--- config.mk ---
export PLATFORM = sky130hd
export DESIGN_NAME = pbmu_sine
export DESIGN_NICKNAME = d
export VERILOG_FILES = /design/src/rtl/pbmu_sine.sv
export SDC_FILE = /design/constraint.sdc
export NUM_CORES = 2
export LEC_CHECK = 0
export ABC_AREA = 1
export BUFFER_PORTS_ARGS = -buffer_cell sky130_fd_sc_hd__buf_4
export CAP_MARGIN = 0
export CORE_ASPECT_RATIO = 1.25
export CORE_UTILIZATION = 35
export DETAILED_ROUTE_END_ITERATION = 7
export PLACE_DENSITY = 0.55
export SYNTH_ARGS = -nofsm -noshare
export SYNTH_HDL_FRONTEND = slang
export SYNTH_SLANG_ARGS = --single-unit
--- constraint.sdc ---
create_clock -name clk -period 20.1 [get_ports clk]
set_clock_uncertainty 0.05 [all_clocks]
set_input_delay 2.01 -clock clk [delete_from_list [all_inputs] [get_ports clk]]
set_output_delay 2.01 -clock clk [all_outputs]
set_load 0.02 [all_outputs]
--- src/rtl/pbmu_sine.sv ---
`default_nettype none
// Five-stage polynomial sine of a 16 bit phase, Q1.14 result.
module pbmu_sine (
	input  wire logic              clk,
	input  wire logic [15:0]       phase,
	output logic signed [15:0]     sine
);

	logic [14:0] t_c;
	logic [14:0] t_s1, t_s2, t_s3, t_s4;
	logic        neg_s1, neg_s2, neg_s3, neg_s4;
	logic [14:0] t2_s2, t2_s3;
	logic [13:0] c_s3;
	logic [15:0] d_s4;
	logic [29:0] m1, m2, m3, m4;
	logic [15:0] d_c;
	logic [15:0] lim;

	always_comb begin
		// fold the odd quadrants onto the rising quarter wave
		t_c = phase[14] ? (15'd16384 - {1'b0, phase[13:0]}) : {1'b0, phase[13:0]};
		m1 = 30'(t_s1) * 30'(t_s1);
		m2 = 30'(t2_s2) * 30'd1160;
		m3 = 30'(14'd10512 - c_s3) * 30'(t2_s3);
		d_c = 16'd25736 - 16'(m3 >> 14);
		m4 = 30'(d_s4) * 30'(t_s4);
		lim = (m4 > 30'd268435456) ? 16'd16384 : 16'(m4 >> 14);
	end

	always_ff @(posedge clk) begin
		t_s1 <= t_c;
		neg_s1 <= phase[15];
		t_s2 <= t_s1;
		neg_s2 <= neg_s1;
		t2_s2 <= 15'(m1 >> 14);
		t_s3 <= t_s2;
		neg_s3 <= neg_s2;
		t2_s3 <= t2_s2;
		c_s3 <= 14'(m2 >> 14);
		t_s4 <= t_s3;
		neg_s4 <= neg_s3;
		d_s4 <= d_c;
		sine <= neg_s4 ? -$signed(lim) : $signed(lim);
	end

endmodule
`default_nettype wire

==> flow_metrics.tcl <==
set metrics [dict create \
    ctsHtreeMaxLevel 4 \
    syn-num-nets 4345 \
    grt_pass1_vias 22293 \
    crit_fanout 15 \
    rsz0062_at_grt "false" \
    tns_ps 0 \
    outcome "complete, no violations" \
    overflow 0 \
    synth_cell_types 51 \
    slew_headroom_pct 24.0 \
    drive_gt1_share_pct 3.19 \
    finalHoldViolations 0 \
    routabilityCongestion 0.913 \
    synth-edff-count 0 \
    die_area_mm2 0.0789 \
    worst_pin_slew_ps 1140 \
    synthAdderAreaFrac_pct 50.3 \
    ctsHoldBuffers 0 \
    multi_input_area_mm2 0.0203 \
    drc 0 \
    post-route-period-util_pct 41.8 \
    yosysSeqAreaShare_pct 10.2 \
    grt_antenna_before_repair 0 \
    post-place-ws_ps 11690 \
    ctsLongestPathBuffers 2 \
    setup_viol 0 \
    dieWidth_um 251 \
    cpPeakStageDelay_ps 550 \
    avgRoutedWirePerCell_um 15.1 \
    cts_buffers 17 \
    hp-class "flip-flop to flip-flop" \
    ant_nets 0 \
    syn_inst 3520 \
    design.core.area_mm2 0.0765 \
    via_per_inst 4.57 \
    syn_area_mm2 0.0272 \
    final_cells 4547 \
    worstPathArrival_ps 8710 \
    cts_sinks 138 \
    drt-total-wl_um 68500 \
    diodes 0 \
    max_freq_mhz 119 \
    finalCriticalPeriod_ps 8410 \
    ctsRootBufferMaster "clkbuf_16" \
    crit_type "flip-flop to flip-flop" \
    synth_compound_area_share_pct 3.42 \
    ys.flop_type "dfxtp_1" \
    synthMuxAreaShare_pct 0 \
    maxCapViolCount 0 \
    synthArstFlopShare_pct 0 \
    vias 20793 \
    slowest_stage "fa_1" \
    startpoint_type "flip-flop" \
    grt_max_degree 23 \
    grt_pass1_wl_um 114000 \
    maxSlewViolCount 0 \
    area_growth_pct 6.99 \
    synthXorXnorAreaFrac_pct 2.78 \
    fill_cells 7997 \
    cp_common_cell "inv_1" \
    cts.repair.resized 0 \
    cts_tree "yes" \
    dr.pass1.iters 7 \
    die_h_um 314 \
    grtUsageTotal_pct 18.4 \
    io_buffers 32 \
    fin_nets 4324 \
    ioPinCount 33 \
    required_ps 20400 \
    clk-insertion-delay-late_ps 460 \
    drt_iter0_drc 1122 \
    initial_core_util_pct 35.6 \
    synth_warnings 0 \
    fin_util_pct 38.1 \
    worst_slack_ps 11690 \
    regArea_mm2 0.00276 \
    crit_path_end_kind "flip-flop" \
    hpwl_um 57200 \
    dp_cells 4515 \
    ys_ff_latch 138 \
    synth_area_per_cell_um2 7.73 \
    synth_top_family_by_area "adder cells" \
    rows 113 \
    clk_pin_slew_ps 70 \
    yosys.area_share.simple_pct 18.1 \
    post_cts_buffers 0 \
]
==> cells in the mapped netlist (all sizes together), types with 6 or more instances <==
| cell | count | share of area, % |
|---|---|---|
| clkbuf | 78 | 1.1 |
| a21oi | 87 | 1.6 |
| fa | 478 | 35 |
| o21ai | 38 | 0.74 |
| buf | 9 | 0.17 |
| ha | 330 | 15 |
| nand3b | 9 | 0.25 |
| nor2 | 224 | 3.1 |
| nand4 | 24 | 0.55 |
| o211ai | 6 | 0.17 |
| or2 | 9 | 0.21 |
| nor3 | 13 | 0.26 |
| nand3 | 80 | 1.5 |
| xor2 | 51 | 1.8 |
| nand2 | 864 | 12 |
| xnor2 | 32 | 1.0 |
| dfxtp | 138 | 10 |
| inv | 1003 | 14 |
==> logic make-up (layout without fill, tap and decap cells) <==
logic type | Yosys count | after routing
AO/OA/AOI/OAI | 162 | 162
XOR/XNOR | 83 | 83
adder cells (fa/ha/maj) | 808 | 808
buffers and inverters | 1095 | 1087
flip-flops | 138 | 138
AND/OR/NAND/NOR | 1234 | 1234
==> placed cells by master, fill, tap and decap left out, drive strengths merged, types with 3 or more instances in the layout <==
cell / n
ha: 330
a21oi: 87
xor2: 51
dfxtp: 138
and2: 3
fa: 478
a31oi: 4
xnor2: 32
buf: 47
nor4: 5
nor3: 13
o211ai: 6
inv: 1012
or2: 9
o21bai: 3
clkbuf: 17
nand4: 24
a21o: 5
o21a: 5
nand3: 80
nor2: 224
o21ai: 38
nand2: 864
clkinv: 9
nand3b: 9
==> final cells by class <==
cell class	instances	area share [%]
clock buffer	17	1.46
clock inverter	15	0.589
inverter	1008	13.0
multi-input combinational	2287	69.8
sequential	138	9.49
tap	1035	4.45
timing repair buffer	47	1.21
==> worst paths after layout <==
path                               from        to  slack, ps  cells past startpoint
worst max register to register  c_s3[0]  d_s4[13]      11690                     39
worst max-delay path            c_s3[0]  d_s4[13]      11690                     39
worst min-delay path            t_s3[4]   t_s4[4]        280                      0
worst min register to register  t_s3[4]   t_s4[4]        280                      0
==> worst max-delay path: cells and delay by family (launching register included) <==
family	cells	cell delay (ps)
xor gates and xnor gates	1	270
DFF	1	500
and+or+nand+nor	15	2100
buffers and inverters	10	990
AOI/OAI and AO/OA	5	860
adders and majority gates	8	3530
==> flip-flops by register name (all words and copies together), names as in the netlist, 12 cells and up <==
signal  cells
sine       16
c_s3       12
t2_s3      15
t_s3       15
t2_s2      15
d_s4       16
t_s1       15
t_s4       15
t_s2       15
==> stage by stage <==
| step | area, um^2 | hold slack [ps] |
|---|---|---|
| 3_3_place_gp | 28500 | 260 |
| 5_1_grt | 29100 | 277 |
| 4_1_cts | 29100 | 278 |
| 3_5_place_dp | 28500 | 262 |
| 2_1_floorplan | 27200 | 260 |
| 6_report | 29100 | 276 |
==> per-layer routing <==
layer / vias to the layer above / track usage [%] / routed length [um]
met3: 119 / 1.75 / 2290
li1: 10172 / - / -
met2: 427 / 34.4 / 35600
met4: 0 / 6.79 / 2360
met5: - / 0 / 0
met1: 10075 / 21.7 / 28200
Power is not shown: default switching activity piles up to over one toggle a cycle in this logic, so the estimate is an artifact.
